File: src/mppe_rx_coherency_tracker_top_macros.svh
// Assertion helpers shared by the tracker RTL.
// Both forms sample on clk and are held off while rst_n is low.
`ifndef MPPE_RX_COHERENCY_TRACKER_TOP_MACROS_SVH
`define MPPE_RX_COHERENCY_TRACKER_TOP_MACROS_SVH

// Same-cycle implication
`define MRXCT_ASSERT_IMP(label, ante, cons) \
  label: assert property (@(posedge clk) disable iff (!rst_n) (ante) |-> (cons)) \
    else $error("tracker assertion failed");

// Next-cycle implication
`define MRXCT_ASSERT_NXT(label, ante, cons) \
  label: assert property (@(posedge clk) disable iff (!rst_n) (ante) |=> (cons)) \
    else $error("tracker assertion failed");

`endif

File: src/mppe_rxct_pkg.sv
`default_nettype none
package mppe_rxct_pkg;

  // Configuration register indexes
  localparam logic CFG_STATEFUL_MODE = 1'b0;
  localparam logic CFG_SANITY_LIMIT  = 1'b1;

  localparam logic [15:0] SANITY_LIMIT_RST = 16'd1600;
  localparam logic [11:0] EXPECTED_RST     = 12'hFFF;
  localparam logic [15:0] HEADER_LENGTH    = 16'd2;
  localparam logic [11:0] COUNT_HALF       = 12'd2048;
  localparam logic [7:0]  FLAG_LOW_BYTE    = 8'hFF;
  localparam logic [6:0]  HEADER_PENALTY   = 7'd100;
  localparam logic [6:0]  LATE_PENALTY     = 7'd1;
  localparam logic [15:0] SCORE_MAX        = 16'hFFFF;
  localparam logic [11:0] REKEY_MAX        = 12'd2048;

  typedef enum logic [1:0] {
    VERDICT_ACCEPT    = 2'd0,
    VERDICT_DISCARD   = 2'd1,
    VERDICT_RESET_REQ = 2'd2,
    VERDICT_SANITY    = 2'd3
  } verdict_t;

  typedef struct packed {
    logic [15:0] packet_length;
    logic        encrypted_bit;
    logic        flushed_bit;
    logic [11:0] coherency_count;
  } header_t;

  typedef struct packed {
    logic [11:0] expected_count;
    logic        discard_mode;
    logic [15:0] error_score;
  } track_state_t;

  typedef struct packed {
    logic        stateful_mode;
    logic [15:0] sanity_limit;
  } track_cfg_t;

  typedef struct packed {
    verdict_t    verdict;
    logic [11:0] rekey_count;
    logic        close_link;
  } result_t;

endpackage
`default_nettype wire

File: src/mppe_rx_coherency_tracker_top.sv
`default_nettype none
// MPPE receive coherency tracker.
// Input channel (in_*): one received MPPE header per transfer: packet length,
//   encrypted bit D, flushed bit A and 12-bit coherency count.
// Result channel (out_*): one result per header: verdict, number of key
//   updates owed to the key engine, and a close-link flag on sanity drops.
// Configuration (cfg_*): index 0 stateful_mode, index 1 sanity_limit; write
//   only while no header is in flight.
// Pipeline: a taken header goes to the header register, then to the result
//   register, where its result is valid and waits while out_stall holds it.
//   Throughput: one header per cycle while no result is stalled; the tracking
//   state (expected count, discard flag, error score) updates in the same
//   cycle the checked header moves to the result register.
// Stall: while out_stall holds a waiting result, the header register keeps
//   its item and in_stall rises once it is occupied; nothing is dropped.
// Reset: synchronous on rst_n low; both channel registers empty, expected
//   count all ones, discard off, score 0, stateless mode, limit 1600.
module mppe_rx_coherency_tracker_top
  import mppe_rxct_pkg::*;
(
  input  wire logic        clk,
  input  wire logic        rst_n,
  input  wire logic        in_valid,
  output logic             in_stall,
  input  wire logic [15:0] in_packet_length,
  input  wire logic        in_encrypted_bit,
  input  wire logic        in_flushed_bit,
  input  wire logic [11:0] in_coherency_count,
  output logic             out_valid,
  input  wire logic        out_stall,
  output logic [1:0]       out_verdict,
  output logic [11:0]      out_rekey_count,
  output logic             out_close_link,
  input  wire logic        cfg_write_en,
  input  wire logic        cfg_index,
  input  wire logic [15:0] cfg_wdata
);

`include "mppe_rx_coherency_tracker_top_macros.svh"

  track_cfg_t   cfg_r;
  track_state_t state_r;
  track_state_t state_nxt;
  header_t      hdr_r;
  logic         hdr_valid_r;
  result_t      res_r;
  result_t      res_nxt;
  logic         out_valid_r;
  logic         advance;
  logic         in_accept;

  // Move the header to the result register when it is free or being drained
  assign advance   = hdr_valid_r && (!out_valid_r || !out_stall);
  assign in_stall  = hdr_valid_r && !advance;
  assign in_accept = in_valid && !in_stall;

  mppe_rxct_eval u_eval (
    .hdr (hdr_r),
    .cur (state_r),
    .cfg (cfg_r),
    .res (res_nxt),
    .nxt (state_nxt)
  );

  // Configuration registers
  always_ff @(posedge clk) begin
    if (!rst_n) begin
      cfg_r.stateful_mode <= 1'b0;
      cfg_r.sanity_limit  <= SANITY_LIMIT_RST;
    end else if (cfg_write_en) begin
      case (cfg_index)
        CFG_STATEFUL_MODE: cfg_r.stateful_mode <= cfg_wdata[0];
        CFG_SANITY_LIMIT:  cfg_r.sanity_limit  <= cfg_wdata;
        default: ;
      endcase
    end
  end

  // Header register
  always_ff @(posedge clk) begin
    if (!rst_n) begin
      hdr_valid_r <= 1'b0;
    end else if (in_accept) begin
      hdr_valid_r <= 1'b1;
    end else if (advance) begin
      hdr_valid_r <= 1'b0;
    end
  end

  always_ff @(posedge clk) begin
    if (in_accept) begin
      hdr_r.packet_length   <= in_packet_length;
      hdr_r.encrypted_bit   <= in_encrypted_bit;
      hdr_r.flushed_bit     <= in_flushed_bit;
      hdr_r.coherency_count <= in_coherency_count;
    end
  end

  // Tracking state: advance with each checked header
  always_ff @(posedge clk) begin
    if (!rst_n) begin
      state_r.expected_count <= EXPECTED_RST;
      state_r.discard_mode   <= 1'b0;
      state_r.error_score    <= 16'd0;
    end else if (advance) begin
      state_r <= state_nxt;
    end
  end

  // Result register
  always_ff @(posedge clk) begin
    if (!rst_n) begin
      out_valid_r <= 1'b0;
    end else if (advance) begin
      out_valid_r <= 1'b1;
    end else if (!out_stall) begin
      out_valid_r <= 1'b0;
    end
  end

  always_ff @(posedge clk) begin
    if (advance) begin
      res_r <= res_nxt;
    end
  end

  assign out_valid       = out_valid_r;
  assign out_verdict     = res_r.verdict;
  assign out_rekey_count = res_r.rekey_count;
  assign out_close_link  = res_r.close_link;

  // Close-link only comes with a sanity drop
  `MRXCT_ASSERT_IMP(a_close_on_sanity, out_valid_r && res_r.close_link,
                    res_r.verdict == VERDICT_SANITY)
  // Dropped packets owe no rekeys
  `MRXCT_ASSERT_IMP(a_no_rekey_on_drop, out_valid_r && (res_r.verdict != VERDICT_ACCEPT),
                    res_r.rekey_count == 12'd0)
  // Rekey count stays within range
  `MRXCT_ASSERT_IMP(a_rekey_range, out_valid_r, res_r.rekey_count <= REKEY_MAX)
  // Entering discard is reported as a reset request
  `MRXCT_ASSERT_IMP(a_discard_entry, $rose(state_r.discard_mode),
                    out_valid_r && (res_r.verdict == VERDICT_RESET_REQ))
  // Tracking state moves only when a header is checked
  `MRXCT_ASSERT_NXT(a_state_hold, !advance, $stable(state_r))

endmodule
`default_nettype wire

File: src/mppe_rxct_eval.sv
`default_nettype none
// Check one header against the tracking state; produce the result and next state.
module mppe_rxct_eval
  import mppe_rxct_pkg::*;
(
  input  header_t      hdr,
  input  track_state_t cur,
  input  track_cfg_t   cfg,
  output result_t      res,
  output track_state_t nxt
);

  logic        header_err;
  logic [11:0] cnt_delta;
  logic        late;
  logic [11:0] exp_inc;
  logic [3:0]  flag_gap;
  logic [6:0]  penalty;
  logic [16:0] score_sum;
  logic [15:0] score_sat;

  // Header sanity checks
  assign header_err = (hdr.packet_length < HEADER_LENGTH) || !hdr.encrypted_bit ||
                      (!cfg.stateful_mode && !hdr.flushed_bit) ||
                      (cfg.stateful_mode && (hdr.coherency_count[7:0] == FLAG_LOW_BYTE) &&
                       !hdr.flushed_bit);

  // Count distance and late test, modulo the count space
  assign cnt_delta = hdr.coherency_count - cur.expected_count;
  assign late      = cnt_delta > COUNT_HALF;
  assign exp_inc   = cur.expected_count + 12'd1;
  assign flag_gap  = hdr.coherency_count[11:8] - cur.expected_count[11:8];

  // Saturating score add for a sanity drop
  assign penalty   = header_err ? HEADER_PENALTY : LATE_PENALTY;
  assign score_sum = {1'b0, cur.error_score} + {10'd0, penalty};
  assign score_sat = score_sum[16] ? SCORE_MAX : score_sum[15:0];

  always_comb begin
    nxt             = cur;
    res.verdict     = VERDICT_ACCEPT;
    res.rekey_count = 12'd0;
    res.close_link  = 1'b0;
    if (header_err || (!cfg.stateful_mode && late)) begin
      // Sanity drop
      nxt.error_score = score_sat;
      res.verdict     = VERDICT_SANITY;
      res.close_link  = (score_sat >= cfg.sanity_limit);
    end else if (!cfg.stateful_mode) begin
      // Stateless: one rekey per count step
      res.rekey_count    = cnt_delta;
      nxt.expected_count = hdr.coherency_count;
      nxt.error_score    = {1'b0, cur.error_score[15:1]};
    end else if (!cur.discard_mode) begin
      nxt.expected_count = exp_inc;
      if (hdr.coherency_count != exp_inc) begin
        // Loss detected: enter discard, ask for reset
        nxt.discard_mode = 1'b1;
        res.verdict      = VERDICT_RESET_REQ;
      end else begin
        res.rekey_count = {11'd0, hdr.flushed_bit};
        nxt.error_score = {1'b0, cur.error_score[15:1]};
      end
    end else if (!hdr.flushed_bit) begin
      // Still waiting for a flushed packet
      res.verdict = VERDICT_DISCARD;
    end else begin
      // Recover: one rekey per missed flag packet plus one for the flush
      res.rekey_count    = {8'd0, flag_gap} + 12'd1;
      nxt.discard_mode   = 1'b0;
      nxt.expected_count = hdr.coherency_count;
      nxt.error_score    = {1'b0, cur.error_score[15:1]};
    end
  end

endmodule
`default_nettype wire
File: config.mk
export PLATFORM = sky130hd
export DESIGN_NAME = mppe_rx_coherency_tracker_top
export DESIGN_NICKNAME = d
export VERILOG_FILES = /design/src/mppe_rxct_pkg.sv /design/src/mppe_rx_coherency_tracker_top.sv /design/src/mppe_rxct_eval.sv
export VERILOG_INCLUDE_DIRS = /design/src /design/src/src
export SDC_FILE = /design/constraint.sdc
export NUM_CORES = 1
export LEC_CHECK = 0
export BUFFER_PORTS_ARGS = -buffer_cell sky130_fd_sc_hd__buf_4
export CORE_MARGIN = 2
export CORE_UTILIZATION = 57
export CTS_BUF_LIST = sky130_fd_sc_hd__clkbuf_2
export DETAILED_ROUTE_END_ITERATION = 16
export GPL_ROUTABILITY_DRIVEN = 1
export HOLD_SLACK_MARGIN = 0.08
export PLACE_DENSITY = 0.77
export SETUP_SLACK_MARGIN = 0.5
export SLEW_MARGIN = 15
export SYNTH_ARGS = -nofsm -noshare
export SYNTH_HDL_FRONTEND = slang
export SYNTH_SLANG_ARGS = --single-unit
File: constraint.sdc
create_clock -name clk -period 5.4 [get_ports clk]
set_input_delay 0.81 -clock clk [delete_from_list [all_inputs] [get_ports clk]]
set_output_delay 0.81 -clock clk [all_outputs]
set_load 0.02 [all_outputs]
==> results.ini, run 1 <==
[yosys]
synth_nets = 700
synth_warnings = 0
synthCells = 611
yosys-top-cells-area = edfxtp_1 (23%), dfxtp_1 (17%), ha_1 (7.7%)
synth-edff-count = 44
syn_area_per_cell_um2 = 9.36
synth_seq_area_share_pct = 39.9
synth_seq_cells = 92
yosysUniqueCellTypes = 71
ys.flop_type = dfxtp_1
syn_area_um2 = 5720
synth_common_cells = nand2_1 (76), dfxtp_1 (48), edfxtp_1 (44), o21ai_0 (40), inv_1 (38)
yosys.cell_count.top_type = nand2_1
yosys.area.top_type = edfxtp_1
netlist.area_leader.share_pct = 23.1
ys_async_sr_fraction_pct = 0

[sta]
max_slew_margin_pct = 28.3
hold_viol = 0
fin_setup_tns_ns = 0
fin_hold_ws_ns = 0.407
fin_crit_ns = 4.19
post-route-period-util_pct = 77.6
clock.fmax_mhz = 239
rsz0062_at_grt = false
setup_viol = 0
skew_ns = 0.0309
slew_violations = 0
max_slew.worst_pin.slew_ns = 1.07

[layout]
layout-drive-gt1-share_pct = 18.3
final_area_um2 = 6380
final_nets = 752
area.growth.synth_to_final_pct = 11.6
num_antenna_cells = 0

[route]
ant_nets = 0
routed_wl_um = 11900
initialDrtViolationCount = 413
firstDrtPassIters = 4
routedWlPerCell_um = 14.8
vias_per_cell = 5.76
drc = 0
via_count = 4611

[critical_path]
cp_data_required_time_ns = 5.78
cpMaxStageDelayCell = dfxtp_1
path_class = flip-flop to flip-flop
path_cells = o21ai_0, a21oi_1, buf_4, ha_1, ha_1, a21oi_1, o21ai_1, nor2b_1, buf_4, nand3_1, and4_1, nor2_1, ha_1, a21o_1, a21oi_1, o21ai_0, a21oi_1, a31oi_2
cp_common_cell = a21oi_1
cp.arrival_ns = 4.57
cp_max_fo = 15
critPathLaunchType = flip-flop
crit_path_max_incr_delay_ns = 0.68
endpoint_kind = flip-flop

[clock_tree]
cts_max_level = 3
cts_post_setup_buffers_inserted = 0
cts_tree = built
clock_path_buffers = 2
cts_hold_buf = 0
root_buffer = clkbuf_2
insertion_delay_ns = 0.58
cts_made_buffers = 9
clk_pin_slew_worst_paths_ns = 0.27
cts-resized-gates = 0
cts.sinks = 92

[place]
globalplace.congestion = 0.916
dpl.hpwl_um = 8790
portBuffers = 67
post_dp_cell_area_um2 = 6260

[power_and_ir_drop]
ir_drop_mv = 0.174
leakage_nw = 2.61
power.density_nw_per_um2 = 235
total_power_mw = 1.50

[floorplan]
coreArea_um2 = 9770
die_area_um2 = 10900
pin_count = 69
start_util_pct = 58.5
rows = 36
die_w_um = 104
die_y_um = 104

[grt]
grt.total_usage_pct = 22.5
grt_antenna_before_repair = 0
grt_pass1_wl_um = 20000
grt_overflow = 0
grt_max_degree = 52
grt_pass1_vias = 4202

[worst_hold_path]
hold_path_class = primary input to flip-flop

[job]
drv_cap = 0

[outcome]
status = completed

-- placed cells by master, fill, tap and decap left out, drive strengths merged, types with 23 or more instances in the layout --
| master | instances |
|---|---|
| nand2 | 77 |
| buf | 71 |
| dfxtp | 48 |
| o21ai | 46 |
| edfxtp | 44 |
| inv | 40 |
| ha | 35 |
| a21oi | 27 |
| nand3 | 26 |
| nor2 | 23 |
-- power breakdown --
part	switching [mW]	leakage [nW]	internal [mW]	total [mW]
registers	0.0355	0.816	0.774	0.810
logic	0.191	1.73	0.149	0.340
clock network	0.241	0.0661	0.108	0.349
total	0.467	2.61	1.03	1.50
-- stage by stage --
step	instances	setup WS (ns)	utilization, %
after floorplan	611	1.68	-
after global placement	785	1.33	64.1
after detailed placement	785	1.23	64.1
after CTS	801	1.23	65.3
after global routing	801	0.804	65.3
final	801	1.21	65.3
-- cells by family (layout without fill, tap and decap cells) --
| group | after synthesis | count (layout) | synth area share, % |
|---|---|---|---|
| multiplexers | 7 | 7 | 1.27 |
| AO/OA/AOI/OAI | 168 | 168 | 21.0 |
| buffers and inverters | 69 | 126 | 5.43 |
| AND/OR/NAND/NOR | 202 | 202 | 18.4 |
| flip-flops | 92 | 92 | 39.9 |
| adder cells (fa/ha/maj) | 37 | 37 | 8.36 |
| XOR/XNOR | 36 | 36 | 5.64 |
-- final timing paths --
check	depth (start not counted)	to	startpoint	slack, ns
hold / removal	1	hdr_r[25]$_DFFE_PP_	in_packet_length[11]	0.41
setup reg to reg	18	out_close_link$_SDFFCE_PP0P_	cfg_r[16]$_SDFFE_PN0P_	1.21
setup / recovery	18	out_close_link$_SDFFCE_PP0P_	cfg_r[16]$_SDFFE_PN0P_	1.21
hold reg to reg	2	cfg_r[5]$_SDFFE_PN0P_	cfg_r[5]$_SDFFE_PN0P_	0.48
-- state kept, by name, indices dropped and copies added, names as in the netlist --
signal           count
cfg_r               17
state_r             29
out_valid            1
hdr_valid_r          1
out_close_link       1
hdr_r               29
out_rekey_count     12
out_verdict          2
-- critical path, delay by kind of cell, from the launching register on --
family,cells,cell delay [ns]
DFF,1,0.68
AOI/OAI and AO/OA,9,1.31
buffers and inverters,2,0.34
adders and majority gates,3,0.69
and+or+nand+nor,4,0.99
-- layer usage --
layer  GRT usage, %  vias to the layer above  routed length (um)
met5              0                        -                   0
met4           6.37                        0                 135
met3           3.63                       12                 786
met2           35.4                      132                5250
met1           32.3                     2134                5680
li1               -                     2333                   -
-- layout make-up --
cell class	count	area [um^2]
fillers	779	3390
multi-input cells	450	3130
flip-flops and latches	92	2280
repair buffers	71	533
well taps	133	166
inverters	39	146
clock inverters	7	75.1
clock buffers	9	45.0
Power figures use the tool's default switching activity.
==> run 2: changes to the inputs <==
- CORE_UTILIZATION: 57 -> 55
- PLACE_DENSITY: 0.77 -> 0.78
- clock period: 5.4 -> 3.45 ns (I/O delays scaled with it)
==> run 2 against run 1 <==
Effect of this change: the run now ends with negative setup slack left; register-to-register slack got worse by 1.5 ns; critical path depth decreased by 1; final area increased by 30%; wire length increased by 53%; fmax rose by 12%; setup slack worse by 1.5 ns; clock skew grew 0.062 ns; via count rose by 23%; cell count increased by 15%; clock-buffer cell count unchanged; sequential power up 57%; die area grew 3.5%; critical path type unchanged; critical endpoint unchanged; highest routed layer unchanged.
==> results.ini, run 2 (synthesis results as in run 1) <==
[outcome]
status = finished with violations  ; was completed
violations = negative setup slack

[floorplan]
start_util_pct = 55.9  ; was 58.5%
pin_count = 69  ; unchanged
die_w_um = 106  ; was 104 um
coreArea_um2 = 10200  ; was 9770 um^2
rows = 37  ; was 36
die_y_um = 106  ; was 104 um
die_area_um2 = 11200  ; was 10900 um^2

[sta]
setup_viol = 2  ; was 0
clock.fmax_mhz = 267  ; was 239 MHz
post-route-period-util_pct = 109  ; was 77.6%
max_slew_margin_pct = 27.1  ; was 28.3%
hold_viol = 0  ; unchanged
rsz0062_at_grt = true  ; was false
fin_setup_tns_ns = -0.411  ; was 0 ns
fin_crit_ns = 3.75  ; was 4.19 ns
slew_violations = 0  ; unchanged
max_slew.worst_pin.slew_ns = 1.09  ; was 1.07 ns
worst_slack_ns = -0.295  ; was 1.21 ns
skew_ns = 0.0928  ; was 0.0309 ns

[place]
globalplace.congestion = 0.900  ; was 0.916
post_dp_cell_area_um2 = 6610  ; was 6260 um^2
post-place-ws_ns = -0.263  ; was 1.23 ns
dpl.hpwl_um = 9480  ; was 8790 um
portBuffers = 67  ; unchanged

[clock_tree]
root_buffer = clkbuf_2  ; unchanged
cts_made_buffers = 9  ; unchanged
clock_path_buffers = 2  ; unchanged
cts.sinks = 92  ; unchanged
clk_pin_slew_worst_paths_ns = 0.39  ; was 0.27 ns
insertion_delay_ns = 0.71  ; was 0.58 ns
cts_max_level = 3  ; unchanged
cts_tree = built  ; unchanged

[critical_path]
ff2ff_setup_slack_ns = -0.30  ; was 1.21 ns
critPathLaunch = hdr_r[27]$_DFFE_PP_  ; was cfg_r[16]$_SDFFE_PN0P_
critPathLaunchType = flip-flop  ; unchanged
crit_end = out_close_link$_SDFFCE_PP0P_  ; unchanged
crit_family = compound AO/OA/AOI/OAI gates  ; unchanged
cp.depth = 17  ; was 18
worst-path-buf-inv = 1  ; was 2
reg2reg_depth = 17  ; was 18
r2r-end = out_close_link$_SDFFCE_PP0P_  ; unchanged
r2r_start = hdr_r[27]$_DFFE_PP_  ; was cfg_r[16]$_SDFFE_PN0P_
endpoint_kind = flip-flop  ; unchanged
cp_data_required_time_ns = 3.90  ; was 5.78 ns
cp.arrival_ns = 4.19  ; was 4.57 ns
path_cells = nor4_2, a41o_1, a21oi_4, ha_2, ha_1, a21oi_2, o21ai_2, nor2b_4, buf_6, xnor2_2, nand2_2, ha_1, a21o_1, a21oi_2, o21ai_1, a21oi_1, a31oi_2  ; was o21ai_0, a21oi_1, buf_4, ha_1, ha_1, a21oi_1, o21ai_1, nor2b_1, buf_4, nand3_1, and4_1, nor2_1, ha_1, a21o_1, a21oi_1, o21ai_0, a21oi_1, a31oi_2
crit_path_max_incr_delay_ns = 0.50  ; was 0.68 ns
path_class = flip-flop to flip-flop  ; unchanged
cpMaxStageDelayCell = edfxtp_1  ; was dfxtp_1
cp_max_fo = 5  ; was 15

[layout]
final_cell_mix = buf_4 (116), nand2_1 (66), edfxtp_1 (44)  ; was nand2_1 (76), buf_4 (71), dfxtp_1 (48)
n_fill_cell = 536  ; was 779
largest_registers = hdr_r: 29 flops, state_r: 29 flops, cfg_r: 17 flops  ; unchanged
final_nets = 871  ; was 752
num_antenna_cells = 0  ; unchanged
final_area_um2 = 8310  ; was 6380 um^2
area.growth.synth_to_final_pct = 45.3  ; was 11.6%
layout-drive-gt1-share_pct = 39.5  ; was 18.3%
final_common_cell = buf_4  ; was nand2_1
postLayoutCoreUtil_pct = 81.2  ; was 65.3%

[job]
drv_cap = 0  ; unchanged

[grt]
grt_pass1_wl_um = 25700  ; was 20000 um
grt_antenna_before_repair = 0  ; unchanged
grt.total_usage_pct = 29.0  ; was 22.5%
grt_overflow = 0  ; unchanged
grt_pass1_vias = 5297  ; was 4202
grt_max_degree = 52  ; unchanged

[route]
firstDrtPassIters = 5  ; was 4
ant_nets = 0  ; unchanged
routedWlPerCell_um = 19.7  ; was 14.8 um
initialDrtViolationCount = 478  ; was 413
via_count = 5674  ; was 4611
vias_per_cell = 6.15  ; was 5.76
routed_wl_um = 18100  ; was 11900 um
drc = 0  ; unchanged

[power_and_ir_drop]
leakage_nw = 3.34  ; was 2.61 nW
total_power_mw = 2.76  ; was 1.50 mW
ir_drop_mv = 0.305  ; was 0.174 mV
power.density_nw_per_um2 = 332  ; was 235 nW/um^2

[worst_hold_path]
min_path_cells = 3  ; was 1
hold_path_class = primary input to flip-flop  ; unchanged

run 2: how the worst min path moves through the flow:
| stage | from | to |
|---|---|---|
| 2_1_floorplan | cfg_r[1]$_SDFFE_PN0P_ | cfg_r[1]$_SDFFE_PN0P_ |
| 3_3_place_gp | cfg_r[14]$_SDFFE_PN0P_ | cfg_r[14]$_SDFFE_PN0P_ |
| 3_5_place_dp | cfg_r[8]$_SDFFE_PN0P_ | cfg_r[8]$_SDFFE_PN0P_ |
| 4_1_cts | cfg_wdata[7] | cfg_r[7]$_SDFFE_PN0P_ |
| 5_1_grt | cfg_wdata[1] | cfg_r[1]$_SDFFE_PN0P_ |
| 6_report | cfg_wdata[6] | cfg_r[6]$_SDFFE_PN1P_ |
run 2: layout make-up:
| cell class | instances | area, um^2 | area share, % |
|---|---|---|---|
| clock buffers | 9 | 45.0 | 0.542 |
| clock inverters | 7 | 83.8 | 1.01 |
| inverters | 39 | 151 | 1.82 |
| multi-input cells | 454 | 3870 | 46.6 |
| flip-flops and latches | 92 | 2300 | 27.6 |
| well taps | 136 | 170 | 2.05 |
| repair buffers | 186 | 1690 | 20.3 |
run 2: timing repair:
action | in CTS | in global routing
resized for setup | 73 | 108
hold buffers | 38 | 1
hold endpoints to repair | 38 | 1
gates cloned | 4 | 3
pin swaps | 32 | 60
setup buffers | 25 | 13
setup endpoints to repair | 42 | 43
run 2: worst register-to-register path: cells and delay by family, from the launching register on:
family          cells  cell delay (ns)
xor+xnor            1             0.17
compound gates      9             1.34
fa+ha+maj           3             0.73
flops               1             0.50
simple gates        3             0.58
buf+inv             1             0.15
run 2: stage by stage:
step,hold WS [ns],cells
final,0.109,923
after CTS,0.0924,906
after detailed placement,0.458,823
after floorplan,0.443,611
after global placement,0.453,823
after global routing,0.0852,923
run 2: metal layers:
| metal | GRT usage, % | vias to the layer above | part of all wire [%] |
|---|---|---|---|
| met2 | 49.5 | 331 | 49 |
| met1 | 35.0 | 2682 | 38 |
| met5 | 0 | - | 0 |
| met4 | 14.8 | 0 | 5.1 |
| met3 | 5.33 | 88 | 8.2 |
| li1 | - | 2573 | - |
run 2: power by group:
part | switching [mW] | internal, mW
Sequential | 0.0607 | 1.21
Combinational | 0.453 | 0.432
Clock | 0.476 | 0.129
==> run 3: changes to the inputs <==
- PLACE_DENSITY: 0.78 -> 0.76
- REMOVE_ABC_BUFFERS: not set -> 1
==> run 3 against run 2 <==
Effect of this change: register-to-register slack improved by 0.09 ns; via count shrank 3.2%; clock-buffer cell count did not move; final area down 2.8%; cell count down 2.1%; first-iteration DRC count rose by 34%; largest cell class unchanged; the run still ends with negative setup slack left; clock power hardly changed.
==> results.ini, run 3 (synthesis results as in run 1) <==
[outcome]
status = finished with violations  ; unchanged
violations = negative setup slack  ; unchanged

[place]
globalplace.congestion = 0.871  ; was 0.900
post_dp_cell_area_um2 = 6550  ; was 6610 um^2
dpl.hpwl_um = 9210  ; was 9480 um
placed_cells = 824  ; was 823
portBuffers = 67  ; unchanged
post-place-ws_ns = -0.418  ; was -0.263 ns

[critical_path]
cp_data_required_time_ns = 3.85  ; was 3.90 ns
endpoint_kind = flip-flop  ; unchanged
cp_max_fo = 6  ; was 5
r2r-end = out_close_link$_SDFFCE_PP0P_  ; unchanged
reg2reg_depth = 19  ; was 17
path_class = flip-flop to flip-flop  ; unchanged
r2r_start = hdr_r[22]$_DFFE_PP_  ; was hdr_r[27]$_DFFE_PP_
cp.arrival_ns = 4.06  ; was 4.19 ns
critPathLaunchType = flip-flop  ; unchanged
ff2ff_setup_slack_ns = -0.20  ; was -0.30 ns

[power_and_ir_drop]
power.density_nw_per_um2 = 335  ; was 332 nW/um^2
p_comb_share_pct = 30.8  ; was 32.0%
total_power_mw = 2.71  ; was 2.76 mW
leakage_nw = 3.21  ; was 3.34 nW
ir_drop_mv = 0.253  ; was 0.305 mV
p_int_mw = 1.79  ; was 1.77 mW
clockPowerShare_pct = 22.3  ; was 21.9%
power_switching_mw = 0.915  ; was 0.990 mW
swShare_pct = 33.8  ; was 35.8%
p_seq_share_pct = 46.9  ; was 46.1%

[route]
firstDrtPassIters = 6  ; was 5
routedWlPerCell_um = 18.6  ; was 19.7 um
vias_per_cell = 6.08  ; was 6.15
via_count = 5495  ; was 5674
initialDrtViolationCount = 640  ; was 478
ant_nets = 0  ; unchanged
routed_wl_um = 16900  ; was 18100 um
drc = 0  ; unchanged

[clock_tree]
cts_tree = built  ; unchanged
cts_made_buffers = 9  ; unchanged
clock_path_buffers = 2  ; unchanged
cts.sinks = 92  ; unchanged
insertion_delay_ns = 0.64  ; was 0.71 ns
root_buffer = clkbuf_2  ; unchanged
clk_pin_slew_worst_paths_ns = 0.27  ; was 0.39 ns
cts_max_level = 3  ; unchanged

[worst_hold_path]
hold_path_class = primary input to flip-flop  ; unchanged
holdPathEnd = cfg_r[5]$_SDFFE_PN0P_  ; was cfg_r[6]$_SDFFE_PN1P_
hold_start = cfg_wdata[5]  ; was cfg_wdata[6]
min_path_cells = 3  ; unchanged

[sta]
clock.fmax_mhz = 274  ; was 267 MHz
slew_violations = 0  ; unchanged
fin_crit_ns = 3.65  ; was 3.75 ns
fin_setup_tns_ns = -0.203  ; was -0.411 ns
rsz0062_at_grt = true  ; unchanged
hold_viol = 0  ; unchanged
max_slew_margin_pct = 34.6  ; was 27.1%
skew_ns = 0.0423  ; was 0.0928 ns
setup_viol = 1  ; was 2
max_slew.worst_pin.slew_ns = 0.980  ; was 1.09 ns
post-route-period-util_pct = 106  ; was 109%
worst_slack_ns = -0.203  ; was -0.295 ns

[grt]
grt_overflow = 0  ; unchanged
grt_antenna_before_repair = 0  ; unchanged
grt_pass1_wl_um = 25000  ; was 25700 um
grt_pass1_vias = 5264  ; was 5297
grt_max_degree = 52  ; unchanged
grt.total_usage_pct = 28.2  ; was 29.0%

[layout]
largest_registers = hdr_r: 29 flops, state_r: 29 flops, cfg_r: 17 flops  ; unchanged
final_common_cell = buf_4  ; unchanged
final_cell_mix = buf_4 (119), nand2_1 (63), edfxtp_1 (44)  ; was buf_4 (116), nand2_1 (66), edfxtp_1 (44)
area.growth.synth_to_final_pct = 41.2  ; was 45.3%
layout-drive-gt1-share_pct = 39.2  ; was 39.5%
final_nets = 852  ; was 871
fin_cells = 904  ; was 923
final_area_um2 = 8080  ; was 8310 um^2
num_antenna_cells = 0  ; unchanged

[floorplan]
rows = 37  ; unchanged
die_w_um = 106  ; unchanged
die_area_um2 = 11200  ; unchanged
die_y_um = 106  ; unchanged
start_util_pct = 55.9  ; unchanged
pin_count = 69  ; unchanged
coreArea_um2 = 10200  ; unchanged

[job]
drv_cap = 0  ; unchanged

[run 3: cell count changes in the layout (fill, tap and decap cells not counted), moves of 3 or more]
cell / previous run / this run
nor2_2: 10 / 7
nand2_1: 66 / 63
nand2_2: 6 / 11
buf_4: 116 / 119
nor4_1: 1 / 4
ha_2: 5 / 2
inv_8: 3 / 0
dlygate4sd3_1: 39 / 29
buf_6: 22 / 14
ha_4: 8 / 12
[run 3: worst max-delay path by stage]
stage | startpoint | end | slack [ns]
2_1_floorplan | cfg_r[16]$_SDFFE_PN0P_ | out_close_link$_SDFFCE_PP0P_ | -0.51
3_3_place_gp | hdr_r[3]$_DFFE_PP_ | out_close_link$_SDFFCE_PP0P_ | -0.29
3_5_place_dp | hdr_r[6]$_DFFE_PP_ | out_close_link$_SDFFCE_PP0P_ | -0.42
4_1_cts | hdr_r[18]$_DFFE_PP_ | out_close_link$_SDFFCE_PP0P_ | -0.05
5_1_grt | hdr_r[22]$_DFFE_PP_ | out_close_link$_SDFFCE_PP0P_ | -0.40
6_report | hdr_r[22]$_DFFE_PP_ | out_close_link$_SDFFCE_PP0P_ | -0.20
[run 3: layout make-up]
type | count | area, um^2
Multi-Input combinational cell | 453 | 3860
Sequential cell | 92 | 2290
Fill cell | 598 | 2150
Timing Repair Buffer | 168 | 1480
Tap cell | 136 | 170
Inverter | 39 | 151
Clock inverter | 7 | 82.6
Clock buffer | 9 | 45.0
[run 3: worst max-delay path, stage by stage, from the launching register on]
cell and delay (ns):
edfxtp_1 0.45, nor4_2 0.32, a41o_1 0.27, a21oi_4 0.08, inv_4 0.12, ha_4 0.15
nand4_1 0.16, o21ai_2 0.23, nor2b_4 0.22, nand3_2 0.11, buf_6 0.16, buf_6 0.11
buf_4 0.14, nand2_4 0.08, ha_4 0.20, a21o_1 0.17, a21oi_1 0.12, o21ai_1 0.09
a21oi_1 0.16, a31oi_2 0.10
[run 3: routing by layer]
| metal | vias to the layer above | wire length (um) | GRT usage, % |
|---|---|---|---|
| met5 | - | 0 | 0 |
| met4 | 0 | 601 | 9.49 |
| met3 | 61 | 1290 | 4.78 |
| met2 | 276 | 8160 | 48.9 |
| met1 | 2616 | 6800 | 35.9 |
| li1 | 2542 | - | - |
[run 3: metrics by stage]
step / hold WS, ns / utilization (%)
after floorplan: 0.443 / -
after global placement: 0.454 / 64.0
after detailed placement: 0.459 / 64.0
after CTS: 0.115 / 75.1
after global routing: 0.0752 / 79.0
final: 0.110 / 79.0
[run 3: what timing repair did]
action                     4_1_cts  5_1_grt
setup endpoints to repair       42       44
hold endpoints to repair        29        0
gates resized for setup        116       65
pin swaps                       60       52
cloned                           5        2
hold buffers                    29        0
buffers inserted                22        6
[run 3: power groups by stage]
stage               registers [mW]  clock network [mW]  logic, mW
global route                  1.28               0.649      0.896
finish                        1.27               0.604      0.835
CTS                           1.26               0.595      0.720
global placement              1.28                   0      0.571
detailed placement            1.28                   0      0.588
floorplan                     1.29                   0      0.362
